[config.mk]
export PLATFORM = sky130hd
export DESIGN_NAME = layer_allocator_with_upload_queue
export DESIGN_NICKNAME = d
export VERILOG_FILES = /design/src/hdl/lau_pkg.sv /design/src/hdl/lau_ram.sv /design/src/hdl/lau_ctrl.sv /design/src/hdl/layer_allocator_with_upload_queue.sv
export SDC_FILE = /design/constraint.sdc
export NUM_CORES = 2
export LEC_CHECK = 0
export ABC_AREA = 1
export BUFFER_PORTS_ARGS = -buffer_cell sky130_fd_sc_hd__buf_4
export CORE_MARGIN = 5
export CORE_UTILIZATION = 40
export CTS_BUF_LIST = sky130_fd_sc_hd__clkbuf_2
export CTS_CLUSTER_SIZE = 8
export DETAILED_ROUTE_END_ITERATION = 8
export GPL_TIMING_DRIVEN = 0
export PLACE_DENSITY = 0.59
export REMOVE_ABC_BUFFERS = 1
export SKIP_CTS_REPAIR_TIMING = 1
export SLEW_MARGIN = 20
export SYNTH_ARGS = -nofsm -noshare
export SYNTH_HDL_FRONTEND = slang
export SYNTH_SLANG_ARGS = --single-unit
[constraint.sdc]
create_clock -name clk_i -period 36.3 [get_ports clk_i]
set_clock_uncertainty 0.05 [all_clocks]
set_input_delay 1.815 -clock clk_i [delete_from_list [all_inputs] [get_ports clk_i]]
set_output_delay 1.815 -clock clk_i [all_outputs]
set_load 0.02 [all_outputs]
[src/hdl/lau_pkg.sv]
// shared types and constants of the layer allocator with upload queue
`timescale 1ns / 1ps

package lau_pkg;

  localparam int QDEPTH       = 64;
  localparam int QIDX_W       = $clog2(QDEPTH);
  localparam int QCNT_W       = $clog2(QDEPTH + 1);
  localparam int MAX_LAYERS   = 256;
  localparam int LIDX_W       = $clog2(MAX_LAYERS);
  localparam int LCNT_W       = $clog2(MAX_LAYERS + 1);
  localparam int TILE_W       = 16;
  localparam int RESULT_LIMIT = 64;
  localparam int MAXI_W       = 7;
  localparam int HELD_W       = 9;
  localparam int ACT_W        = 2;
  localparam int STAT_W       = 2;
  localparam int LAYER_W      = 8;
  localparam int CFG_W        = 9;

  typedef enum logic [ACT_W-1:0] {
    ACT_REQUEST = 2'd0,
    ACT_RELEASE = 2'd1,
    ACT_PROCESS = 2'd2
  } action_e;

  typedef enum logic [STAT_W-1:0] {
    STATUS_OK    = 2'd0,
    STATUS_FULL  = 2'd1,
    STATUS_SHORT = 2'd2
  } status_e;

  typedef struct packed {
    logic [TILE_W-1:0]  tile;
    logic [LAYER_W-1:0] layer;
    logic               assigned;
    logic [STAT_W-1:0]  status;
    logic [QCNT_W-1:0]  pend_cnt;
    logic [LCNT_W-1:0]  free_cnt;
    logic               last;
  } res_t;

  typedef struct packed {
    logic              we;
    logic [QIDX_W-1:0] waddr;
    logic [TILE_W-1:0] wdata;
    logic              re;
    logic [QIDX_W-1:0] raddr;
  } tile_ram_req_t;

  typedef struct packed {
    logic               we;
    logic [LIDX_W-1:0]  waddr;
    logic [LAYER_W-1:0] wdata;
    logic               re;
    logic [LIDX_W-1:0]  raddr;
  } stack_ram_req_t;

endpackage

[src/hdl/lau_ram.sv]
// generic single write, single read memory with registered read data
`timescale 1ns / 1ps

module lau_ram #(
  parameter int W = 8,
  parameter int D = 256
) (
  input  logic                 clk_i,
  input  logic                 we_i,
  input  logic [$clog2(D)-1:0] waddr_i,
  input  logic [W-1:0]         wdata_i,
  input  logic                 re_i,
  input  logic [$clog2(D)-1:0] raddr_i,
  output logic [W-1:0]         rdata_o
);

  logic [W-1:0] mem [D];
  logic [W-1:0] rdata_q;

  always_ff @(posedge clk_i) begin
    if (we_i) begin
      mem[waddr_i] <= wdata_i;
    end
  end

  always_ff @(posedge clk_i) begin
    if (re_i) begin
      rdata_q <= mem[raddr_i];
    end
  end

  assign rdata_o = rdata_q;

endmodule

[src/hdl/lau_ctrl.sv]
// sequencer for requests, cancel search, pool fill and the process loop
`timescale 1ns / 1ps

module lau_ctrl (
  input  logic                         clk_i,
  input  logic                         rst_ni,
  input  logic                         in_valid_i,
  output logic                         in_ready_o,
  input  logic [lau_pkg::ACT_W-1:0]    action_i,
  input  logic [lau_pkg::TILE_W-1:0]   tile_id_i,
  input  logic [lau_pkg::HELD_W-1:0]   held_layer_i,
  input  logic [lau_pkg::MAXI_W-1:0]   max_items_i,
  input  logic [lau_pkg::CFG_W-1:0]    layer_count_i,
  output logic                         res_valid_o,
  input  logic                         res_ready_i,
  output lau_pkg::res_t                res_o,
  output lau_pkg::tile_ram_req_t       tile_req_o,
  input  logic [lau_pkg::TILE_W-1:0]   tile_rdata_i,
  output lau_pkg::stack_ram_req_t      stack_req_o,
  input  logic [lau_pkg::LAYER_W-1:0]  stack_rdata_i
);
  import lau_pkg::*;

  typedef enum logic [7:0] {
    S_IDLE   = 8'b0000_0001,
    S_EMIT   = 8'b0000_0010,
    S_SRD    = 8'b0000_0100,
    S_SCMP   = 8'b0000_1000,
    S_FILL   = 8'b0001_0000,
    S_PSTART = 8'b0010_0000,
    S_PCHK   = 8'b0100_0000,
    S_PUSE   = 8'b1000_0000
  } state_e;

  state_e             state_q, state_d;
  logic [QCNT_W-1:0]  pend_len_q, pend_len_d;
  logic [LCNT_W-1:0]  free_len_q, free_len_d;
  logic               pool_ready_q, pool_ready_d;
  logic [QDEPTH-1:0]  valid_q, valid_d;
  logic [QIDX_W-1:0]  idx_q, idx_d;
  logic [TILE_W-1:0]  tile_q, tile_d;
  logic [MAXI_W-1:0]  max_q, max_d;
  logic [MAXI_W-1:0]  cnt_q, cnt_d;
  logic [STAT_W-1:0]  stat_q, stat_d;
  logic [LIDX_W-1:0]  fill_addr_q, fill_addr_d;
  logic [LIDX_W-1:0]  fill_val_q, fill_val_d;
  res_t               hold_q, hold_d;
  logic               hold_vld_q, hold_vld_d;

  logic [QCNT_W-1:0]  pend_dec;
  logic [LCNT_W-1:0]  free_dec;
  logic [LCNT_W-1:0]  pool_n;
  logic [LCNT_W-1:0]  pool_n_dec;
  logic [MAXI_W-1:0]  want;
  logic [QIDX_W-1:0]  pop_idx;
  logic               pop_vld;
  logic               pop_go;

  assign pend_dec   = pend_len_q - 1'b1;
  assign free_dec   = free_len_q - 1'b1;
  assign pop_idx    = pend_dec[QIDX_W-1:0];
  assign pop_vld    = valid_q[pop_idx];
  // a found assignment waits until the one before it has left
  assign pop_go     = !(pop_vld && hold_vld_q) || res_ready_i;
  assign want       = (max_q < pend_len_q) ? max_q : pend_len_q;
  assign pool_n_dec = pool_n - 1'b1;

  // pool size clamped to 1..MAX_LAYERS
  always_comb begin
    priority if (layer_count_i == '0) begin
      pool_n = LCNT_W'(1);
    end else if (LCNT_W'(layer_count_i) > LCNT_W'(MAX_LAYERS)) begin
      pool_n = LCNT_W'(MAX_LAYERS);
    end else begin
      pool_n = LCNT_W'(layer_count_i);
    end
  end

  always_comb begin
    state_d      = state_q;
    pend_len_d   = pend_len_q;
    free_len_d   = free_len_q;
    pool_ready_d = pool_ready_q;
    valid_d      = valid_q;
    idx_d        = idx_q;
    tile_d       = tile_q;
    max_d        = max_q;
    cnt_d        = cnt_q;
    stat_d       = stat_q;
    fill_addr_d  = fill_addr_q;
    fill_val_d   = fill_val_q;
    hold_d       = hold_q;
    hold_vld_d   = hold_vld_q;
    in_ready_o   = 1'b0;
    res_valid_o  = 1'b0;
    res_o        = hold_q;
    tile_req_o   = '0;
    stack_req_o  = '0;

    unique case (state_q)
      S_IDLE: begin
        in_ready_o = 1'b1;
        if (in_valid_i) begin
          tile_d          = tile_id_i;
          hold_d          = '0;
          hold_d.last     = 1'b1;
          hold_d.pend_cnt = pend_len_q;
          hold_d.free_cnt = free_len_q;
          state_d         = S_EMIT;
          unique case (action_e'(action_i))
            ACT_REQUEST: begin
              if (pend_len_q == QCNT_W'(QDEPTH)) begin
                hold_d.status = STATUS_FULL;
              end else begin
                tile_req_o.we          = 1'b1;
                tile_req_o.waddr       = pend_len_q[QIDX_W-1:0];
                tile_req_o.wdata       = tile_id_i;
                valid_d[pend_len_q[QIDX_W-1:0]] = 1'b1;
                pend_len_d             = pend_len_q + 1'b1;
                hold_d.pend_cnt        = pend_len_q + 1'b1;
              end
            end
            ACT_RELEASE: begin
              if (!held_layer_i[HELD_W-1]) begin
                hold_d.layer = held_layer_i[LAYER_W-1:0];
                if (free_len_q < LCNT_W'(MAX_LAYERS)) begin
                  stack_req_o.we    = 1'b1;
                  stack_req_o.waddr = free_len_q[LIDX_W-1:0];
                  stack_req_o.wdata = held_layer_i[LAYER_W-1:0];
                  free_len_d        = free_len_q + 1'b1;
                  hold_d.free_cnt   = free_len_q + 1'b1;
                end
              end else if (pend_len_q != '0) begin
                idx_d   = '0;
                state_d = S_SRD;
              end
            end
            ACT_PROCESS: begin
              if (pend_len_q != '0) begin
                max_d      = (max_items_i > MAXI_W'(RESULT_LIMIT)) ?
                             MAXI_W'(RESULT_LIMIT) : max_items_i;
                hold_vld_d = 1'b0;
                if (!pool_ready_q) begin
                  fill_addr_d  = '0;
                  fill_val_d   = pool_n_dec[LIDX_W-1:0];
                  free_len_d   = pool_n;
                  pool_ready_d = 1'b1;
                  state_d      = S_FILL;
                end else begin
                  state_d = S_PSTART;
                end
              end
            end
            default: begin
            end
          endcase
        end
      end

      S_EMIT: begin
        res_valid_o = 1'b1;
        if (res_ready_i) begin
          hold_vld_d = 1'b0;
          state_d    = S_IDLE;
        end
      end

      S_SRD: begin
        tile_req_o.re    = 1'b1;
        tile_req_o.raddr = idx_q;
        state_d          = S_SCMP;
      end

      S_SCMP: begin
        if (valid_q[idx_q] && (tile_rdata_i == tile_q)) begin
          valid_d[idx_q] = 1'b0;
          state_d        = S_EMIT;
        end else if ((QCNT_W'(idx_q) + 1'b1) == pend_len_q) begin
          state_d = S_EMIT;
        end else begin
          idx_d   = idx_q + 1'b1;
          state_d = S_SRD;
        end
      end

      S_FILL: begin
        stack_req_o.we    = 1'b1;
        stack_req_o.waddr = fill_addr_q;
        stack_req_o.wdata = fill_val_q;
        if (fill_val_q == '0) begin
          state_d = S_PSTART;
        end else begin
          fill_addr_d = fill_addr_q + 1'b1;
          fill_val_d  = fill_val_q - 1'b1;
        end
      end

      S_PSTART: begin
        stat_d  = (free_len_q < LCNT_W'(want)) ? STATUS_SHORT : STATUS_OK;
        cnt_d   = '0;
        state_d = S_PCHK;
      end

      S_PCHK: begin
        if ((pend_len_q != '0) && (cnt_q < max_q) && (free_len_q != '0)) begin
          tile_req_o.re     = 1'b1;
          tile_req_o.raddr  = pop_idx;
          stack_req_o.re    = 1'b1;
          stack_req_o.raddr = free_dec[LIDX_W-1:0];
          state_d           = S_PUSE;
        end else begin
          if (hold_vld_q) begin
            hold_d.last = 1'b1;
          end else begin
            hold_d          = '0;
            hold_d.status   = stat_q;
            hold_d.pend_cnt = pend_len_q;
            hold_d.free_cnt = free_len_q;
            hold_d.last     = 1'b1;
          end
          state_d = S_EMIT;
        end
      end

      S_PUSE: begin
        res_valid_o = pop_vld && hold_vld_q;
        if (pop_go) begin
          valid_d[pop_idx] = 1'b0;
          pend_len_d       = pend_dec;
          state_d          = S_PCHK;
          if (pop_vld) begin
            free_len_d      = free_dec;
            cnt_d           = cnt_q + 1'b1;
            hold_d.tile     = tile_rdata_i;
            hold_d.layer    = stack_rdata_i;
            hold_d.assigned = 1'b1;
            hold_d.status   = stat_q;
            hold_d.pend_cnt = pend_dec;
            hold_d.free_cnt = free_dec;
            hold_d.last     = 1'b0;
            hold_vld_d      = 1'b1;
          end
        end
      end

      default: begin
        state_d = S_IDLE;
      end
    endcase
  end

  always_ff @(posedge clk_i or negedge rst_ni) begin
    if (!rst_ni) begin
      state_q      <= S_IDLE;
      pend_len_q   <= '0;
      free_len_q   <= '0;
      pool_ready_q <= 1'b0;
      valid_q      <= '0;
      hold_vld_q   <= 1'b0;
    end else begin
      state_q      <= state_d;
      pend_len_q   <= pend_len_d;
      free_len_q   <= free_len_d;
      pool_ready_q <= pool_ready_d;
      valid_q      <= valid_d;
      hold_vld_q   <= hold_vld_d;
    end
  end

  always_ff @(posedge clk_i) begin
    idx_q       <= idx_d;
    tile_q      <= tile_d;
    max_q       <= max_d;
    cnt_q       <= cnt_d;
    stat_q      <= stat_d;
    fill_addr_q <= fill_addr_d;
    fill_val_q  <= fill_val_d;
    hold_q      <= hold_d;
  end

endmodule

[src/hdl/layer_allocator_with_upload_queue.sv]
// top level of the layer allocator with upload queue
`timescale 1ns / 1ps

// Hands out layers of a fixed pool to tiles. Action 0 appends a tile to the
// pending list, action 1 returns a held layer to the free stack or cancels
// the oldest valid pending entry of that tile, action 2 assigns layers to up
// to max_items pending tiles from the newest end, one result per assignment
// with last on the final one. The first process transfer that finds work fills
// the free stack from layer_count (clamped to 1..256), so layer 0 goes out
// first; this fill sweep writes one stack entry a cycle, and later
// layer_count writes have no effect until reset. The memory ports read or
// write one entry a cycle. A cancel scans the pending entries one by one,
// from the oldest end; a process transfer pops at most 64 pending entries,
// after the fill sweep the first time; a result that waits on a full output
// register holds the sequencer until it has left.
// in_ready_o stays low while an item is worked on.
// Results leave through an output register, so a new item can be taken while
// the last result still waits for out_ready_i. The configuration port is
// always ready and must only be written while the block is idle.

module layer_allocator_with_upload_queue (
  input  logic                               clk_i,
  input  logic                               rst_ni,
  // input items
  input  logic                               in_valid_i,
  output logic                               in_ready_o,
  input  logic [lau_pkg::ACT_W-1:0]          action_i,
  input  logic [lau_pkg::TILE_W-1:0]         tile_id_i,
  input  logic signed [lau_pkg::HELD_W-1:0]  held_layer_i,
  input  logic [lau_pkg::MAXI_W-1:0]         max_items_i,
  // results
  output logic                               out_valid_o,
  input  logic                               out_ready_i,
  output logic [lau_pkg::TILE_W-1:0]         out_tile_o,
  output logic [lau_pkg::LAYER_W-1:0]        out_layer_o,
  output logic                               assigned_o,
  output logic [lau_pkg::STAT_W-1:0]         status_o,
  output logic [lau_pkg::QCNT_W-1:0]         pending_count_o,
  output logic [lau_pkg::LCNT_W-1:0]         free_count_o,
  output logic                               last_o,
  // layer_count register
  input  logic                               cfg_valid_i,
  output logic                               cfg_ready_o,
  input  logic [lau_pkg::CFG_W-1:0]          cfg_data_i
);
  import lau_pkg::*;

  logic [CFG_W-1:0]    layer_count_q;
  logic                res_valid;
  logic                res_ready;
  res_t                res;
  tile_ram_req_t       tile_req;
  stack_ram_req_t      stack_req;
  logic [TILE_W-1:0]   tile_rdata;
  logic [LAYER_W-1:0]  stack_rdata;
  logic                out_valid_q;
  res_t                out_q;

  // configuration register, written in one transfer
  assign cfg_ready_o = 1'b1;

  always_ff @(posedge clk_i or negedge rst_ni) begin
    if (!rst_ni) begin
      layer_count_q <= CFG_W'(MAX_LAYERS);
    end else if (cfg_valid_i) begin
      layer_count_q <= cfg_data_i;
    end
  end

  lau_ctrl u_ctrl (
    .clk_i        (clk_i),
    .rst_ni       (rst_ni),
    .in_valid_i   (in_valid_i),
    .in_ready_o   (in_ready_o),
    .action_i     (action_i),
    .tile_id_i    (tile_id_i),
    .held_layer_i (held_layer_i),
    .max_items_i  (max_items_i),
    .layer_count_i(layer_count_q),
    .res_valid_o  (res_valid),
    .res_ready_i  (res_ready),
    .res_o        (res),
    .tile_req_o   (tile_req),
    .tile_rdata_i (tile_rdata),
    .stack_req_o  (stack_req),
    .stack_rdata_i(stack_rdata)
  );

  // pending tile identities
  lau_ram #(
    .W(TILE_W),
    .D(QDEPTH)
  ) u_tile_ram (
    .clk_i  (clk_i),
    .we_i   (tile_req.we),
    .waddr_i(tile_req.waddr),
    .wdata_i(tile_req.wdata),
    .re_i   (tile_req.re),
    .raddr_i(tile_req.raddr),
    .rdata_o(tile_rdata)
  );

  // free layer stack
  lau_ram #(
    .W(LAYER_W),
    .D(MAX_LAYERS)
  ) u_stack_ram (
    .clk_i  (clk_i),
    .we_i   (stack_req.we),
    .waddr_i(stack_req.waddr),
    .wdata_i(stack_req.wdata),
    .re_i   (stack_req.re),
    .raddr_i(stack_req.raddr),
    .rdata_o(stack_rdata)
  );

  // output register, refilled in the cycle it empties
  assign res_ready = !out_valid_q || out_ready_i;

  always_ff @(posedge clk_i or negedge rst_ni) begin
    if (!rst_ni) begin
      out_valid_q <= 1'b0;
    end else if (res_ready) begin
      out_valid_q <= res_valid;
    end
  end

  always_ff @(posedge clk_i) begin
    if (res_ready && res_valid) begin
      out_q <= res;
    end
  end

  assign out_valid_o     = out_valid_q;
  assign out_tile_o      = out_q.tile;
  assign out_layer_o     = out_q.layer;
  assign assigned_o      = out_q.assigned;
  assign status_o        = out_q.status;
  assign pending_count_o = out_q.pend_cnt;
  assign free_count_o    = out_q.free_cnt;
  assign last_o          = out_q.last;

endmodule

==> metrics.csv <==
stage,metric,value,unit
synth,synthesis.area,0.144,mm2
status,status,"complete, no violations",
synth,yosys.area.top_type_share,67.3,%
timing,setup_violations,0,
power_and_ir_drop,swShare,29.4,%
synth,ys_top_cells_by_area,"edfxtp_1 67%, nand3_1 6.8%, nand2_1 6.6%, nor2_1 3.5%, inv_1 3.4%",
die,dieHeight,611,um
power_and_ir_drop,seq_power_share,56.1,%
finish,drive_gt1_share,13.5,%
synth,async_reset_ff_share,3.00,%
synth,synth_common_cells,"3237 x edfxtp_1, 2536 x nand2_1, 1956 x nand3_1",
placed_design,pre_cts_slack,29.55,ns
die,ios,95,
drt,via_count,100000,
timing,worst_pin_slew,1.31,ns
global_routing,grt_pass1_vias,95600,
power_and_ir_drop,p_comb_share,12.7,%
synth,synth_top_cell_by_area,edfxtp_1,
global_routing,grt_max_degree,125,
synth,seq_area_frac_synth,69.1,%
timing,timing.final.crit_share,18.2,%
drt,drc,0,
timing,fin_crit,6.60,ns
die,start_util,40.2,%
drt,wl_per_cell,21.8,um
clock_tree,clk_pin_slew,0.10,ns
die,die-area,0.373,mm2
synth,synth.most_common_cell,edfxtp_1,
run,drv_cap,0,
drt,postRouteAntennaNets,0,
power_and_ir_drop,power.switching,0.00230,W
critical_path,path_max_fanout,106,
placed_design,gp_congestion,0.879,
timing,max_slew_margin,12.0,%
power_and_ir_drop,p_leak,60.0,nW
timing,fmaxAchievable,152,MHz
power_and_ir_drop,power.internal,0.00553,W
synth,ys_ff_latch,3337,
synth,synth_area_per_cell,11.0,um2
clock_tree,insertion_delay,1.95,ns
global_routing,grt_use_met3,3.87,%
global_routing,met1_usage,28.4,%
placed_design,placed_cell_area,0.155,mm2
synth,synth_ff_type,edfxtp_1,
power_and_ir_drop,power.density,48.3,mW/mm2
placed_design,dp_hpwl,249,mm
timing,worst_slack,29.70,ns
clock_tree,cts_buffer_depth,4,
placed_design,port_buffers,93,
hold_path,hold_class,input pin to register,
global_routing,grt.overflow.total,0,
clock_tree,htree_levels,6,
critical_path,path_class,register to register,
timing,rsz0062_at_grt,false,
finish,layout.nets,13600,
timing,finalHoldViolations,0,
power_and_ir_drop,irDropWorstVdd,0.0353,mV
clock_tree,cts-root-buf,clkbuf_2,
drt,wirelength,412,mm
synth,ys_types,64,
synth,syn-instance-count,13100,
critical_path,rr_worst_depth,23,
finish,instances_no_fill,18900,
die,rows,220,
synth,yosys_warnings,0,
finish,areaGrowthSynthToFinish,12.3,%
global_routing,met2_usage,34.6,%
hold_path,whs_path_depth,1,
synth,synth_edf_count,3237,
critical_path,start_kind,register,
finish,fin_area,0.162,mm2
die,die_w,611,um
clock_tree,cts_tree,yes,
clock_tree,cts_sinks,3337,
power_and_ir_drop,p_clk_share,31.2,%
placed_design,dp_cells,17500,
global_routing,antenna_found_initial,9,
critical_path,cp.required,37.77,ns
die,core_area,0.359,mm2
critical_path,crit_arrival,8.07,ns
clock_tree,numCtsBuffers,809,
global_routing,grt_pass1_wl,610,mm
global_routing,busiest_layer,met2,
critical_path,worst_setup_path_end_kind,register,
global_routing,grt.total_usage,21.3,%
timing,finalMaxSlewViolations,0,
drt,drtPass1Iterations,7,
drt,via_per_inst,5.30,
drt,drt_iter0_markers,9903,
==> final cells by class <==
class / instances / area [um2]
diodes: 14 / 35.0
clock buffers: 1157 / 5790
clock inverters: 186 / 1180
fillers: 33200 / 197000
inverters: 1344 / 5110
multi-input cells: 7666 / 36900
flip-flops and latches: 3337 / 99700
well taps: 4773 / 5970
repair buffers: 406 / 7470
==> cells in the final DEF (no fill, tap or decap), drive strengths merged, types with 3 or more instances in the layout <==
master | netlist | routed
clkbuf | 304 | 1159
clkinv | 5 | 150
clkinvlp | 0 | 9
nor2 | 1355 | 1355
nand3b | 74 | 74
o22ai | 98 | 98
o211ai | 251 | 251
nor3b | 4 | 4
o2111ai | 65 | 65
nor3 | 43 | 43
nand3 | 1961 | 1961
a221oi | 4 | 4
nor4 | 14 | 14
a21oi | 140 | 140
nand2 | 2545 | 2545
o31ai | 11 | 11
dfrtp | 98 | 98
o21ai | 737 | 737
a32o | 8 | 8
o21bai | 41 | 41
xor2 | 26 | 26
edfxtp | 3237 | 3237
a31oi | 3 | 3
ha | 32 | 32
inv | 1339 | 1357
xnor2 | 15 | 15
buf | 496 | 400
o221ai | 40 | 40
diode | 0 | 14
bufinv | 0 | 14
or2 | 76 | 76
a22oi | 9 | 9
nand4 | 98 | 98
dlygate4sd3 | 0 | 4
==> logic make-up after synthesis <==
| group | share of synthesized area [%] |
|---|---|
| adder cells (fa/ha/maj) | 0.277 |
| AO/OA/AOI/OAI | 5.93 |
| AND/OR/NAND/NOR | 18.5 |
| other | 0.00260 |
| buffers and inverters | 6.00 |
| flip-flops | 69.1 |
| multiplexers | 0.0156 |
| XOR/XNOR | 0.249 |
==> metrics by stage <==
step                hold WS, ns  util, %  power [W]  TNS (ns)
global route            -0.0165     45.1    0.00818         0
global placement          0.352     41.0    0.00543   -844.60
CTS                     -0.0992     45.1    0.00787         0
detailed placement        0.355     43.2    0.00545         0
floorplan                 0.350        -    0.00503         0
finish                    0.150     45.1    0.00783         0
==> power by group through the flow <==
stage / Clock [W] / Sequential (W) / Combinational (W)
2_1_floorplan: 0 / 0.00447 / 0.000561
3_3_place_gp: 0 / 0.00451 / 0.000927
3_5_place_dp: 0 / 0.00448 / 0.000976
4_1_cts: 0.00250 / 0.00439 / 0.000978
5_1_grt: 0.00271 / 0.00440 / 0.00107
6_report: 0.00244 / 0.00439 / 0.000997
==> state kept, by name, indices dropped and copies added, names as in the netlist, 8 cells and up <==
register,count
free_count_o,9
layer_count_q,9
out_layer_o,8
out_tile_o,16
u_ctrl.fill_addr_q,8
u_ctrl.fill_val_q,8
u_ctrl.free_len_q,9
u_ctrl.res_o,44
u_ctrl.state_q,8
u_ctrl.tile_q,16
u_ctrl.valid_q,64
u_stack_ram.mem,2048
u_stack_ram.rdata_o,8
u_tile_ram.mem,1024
u_tile_ram.rdata_o,16
==> per-layer routing <==
metal / wire length (um) / up-vias
li1: - / 46800
met1: 170000 / 48500
met2: 196000 / 3999
met3: 29400 / 870
met4: 16800 / 2
met5: 15 / -
==> final timing paths <==
path / endpoint / start / slack, ns
hold / removal: u_ctrl.tile_q[3] / tile_id_i[3] / 0.15
setup reg to reg: u_stack_ram.rdata_o[3] / u_ctrl.pend_len_q[1] / 29.70
hold reg to reg: out_tile_o[4] / u_ctrl.res_o[32] / 0.36
max in group asynchronous: u_ctrl.valid_q[3] / rst_ni / 34.76
setup / recovery: u_stack_ram.rdata_o[3] / u_ctrl.pend_len_q[1] / 29.70
min in group asynchronous: u_ctrl.valid_q[49] / rst_ni / 0.60
==> worst max-delay path: stages, from the launching register on <==
cell and delay, ns:
dfrtp_1 0.72, inv_1 0.37, ha_1 0.33, nand2_2 0.10, nor2_2 0.06, nand2_2 0.17, nand3_4 0.15, nor2_8 0.19
nand3_4 0.45, buf_16 0.40, buf_16 0.22, inv_8 0.36, buf_16 0.38, buf_16 0.37, buf_16 0.44, a21oi_1 0.08
nand2_1 0.10, nand3_1 0.11, nand3_1 0.10, nand3_1 0.19, nand3_1 0.23, nand3_1 0.28, nand3_1 0.14, nand2_1 0.16
Note: power is estimated with default switching activity, not from simulation.
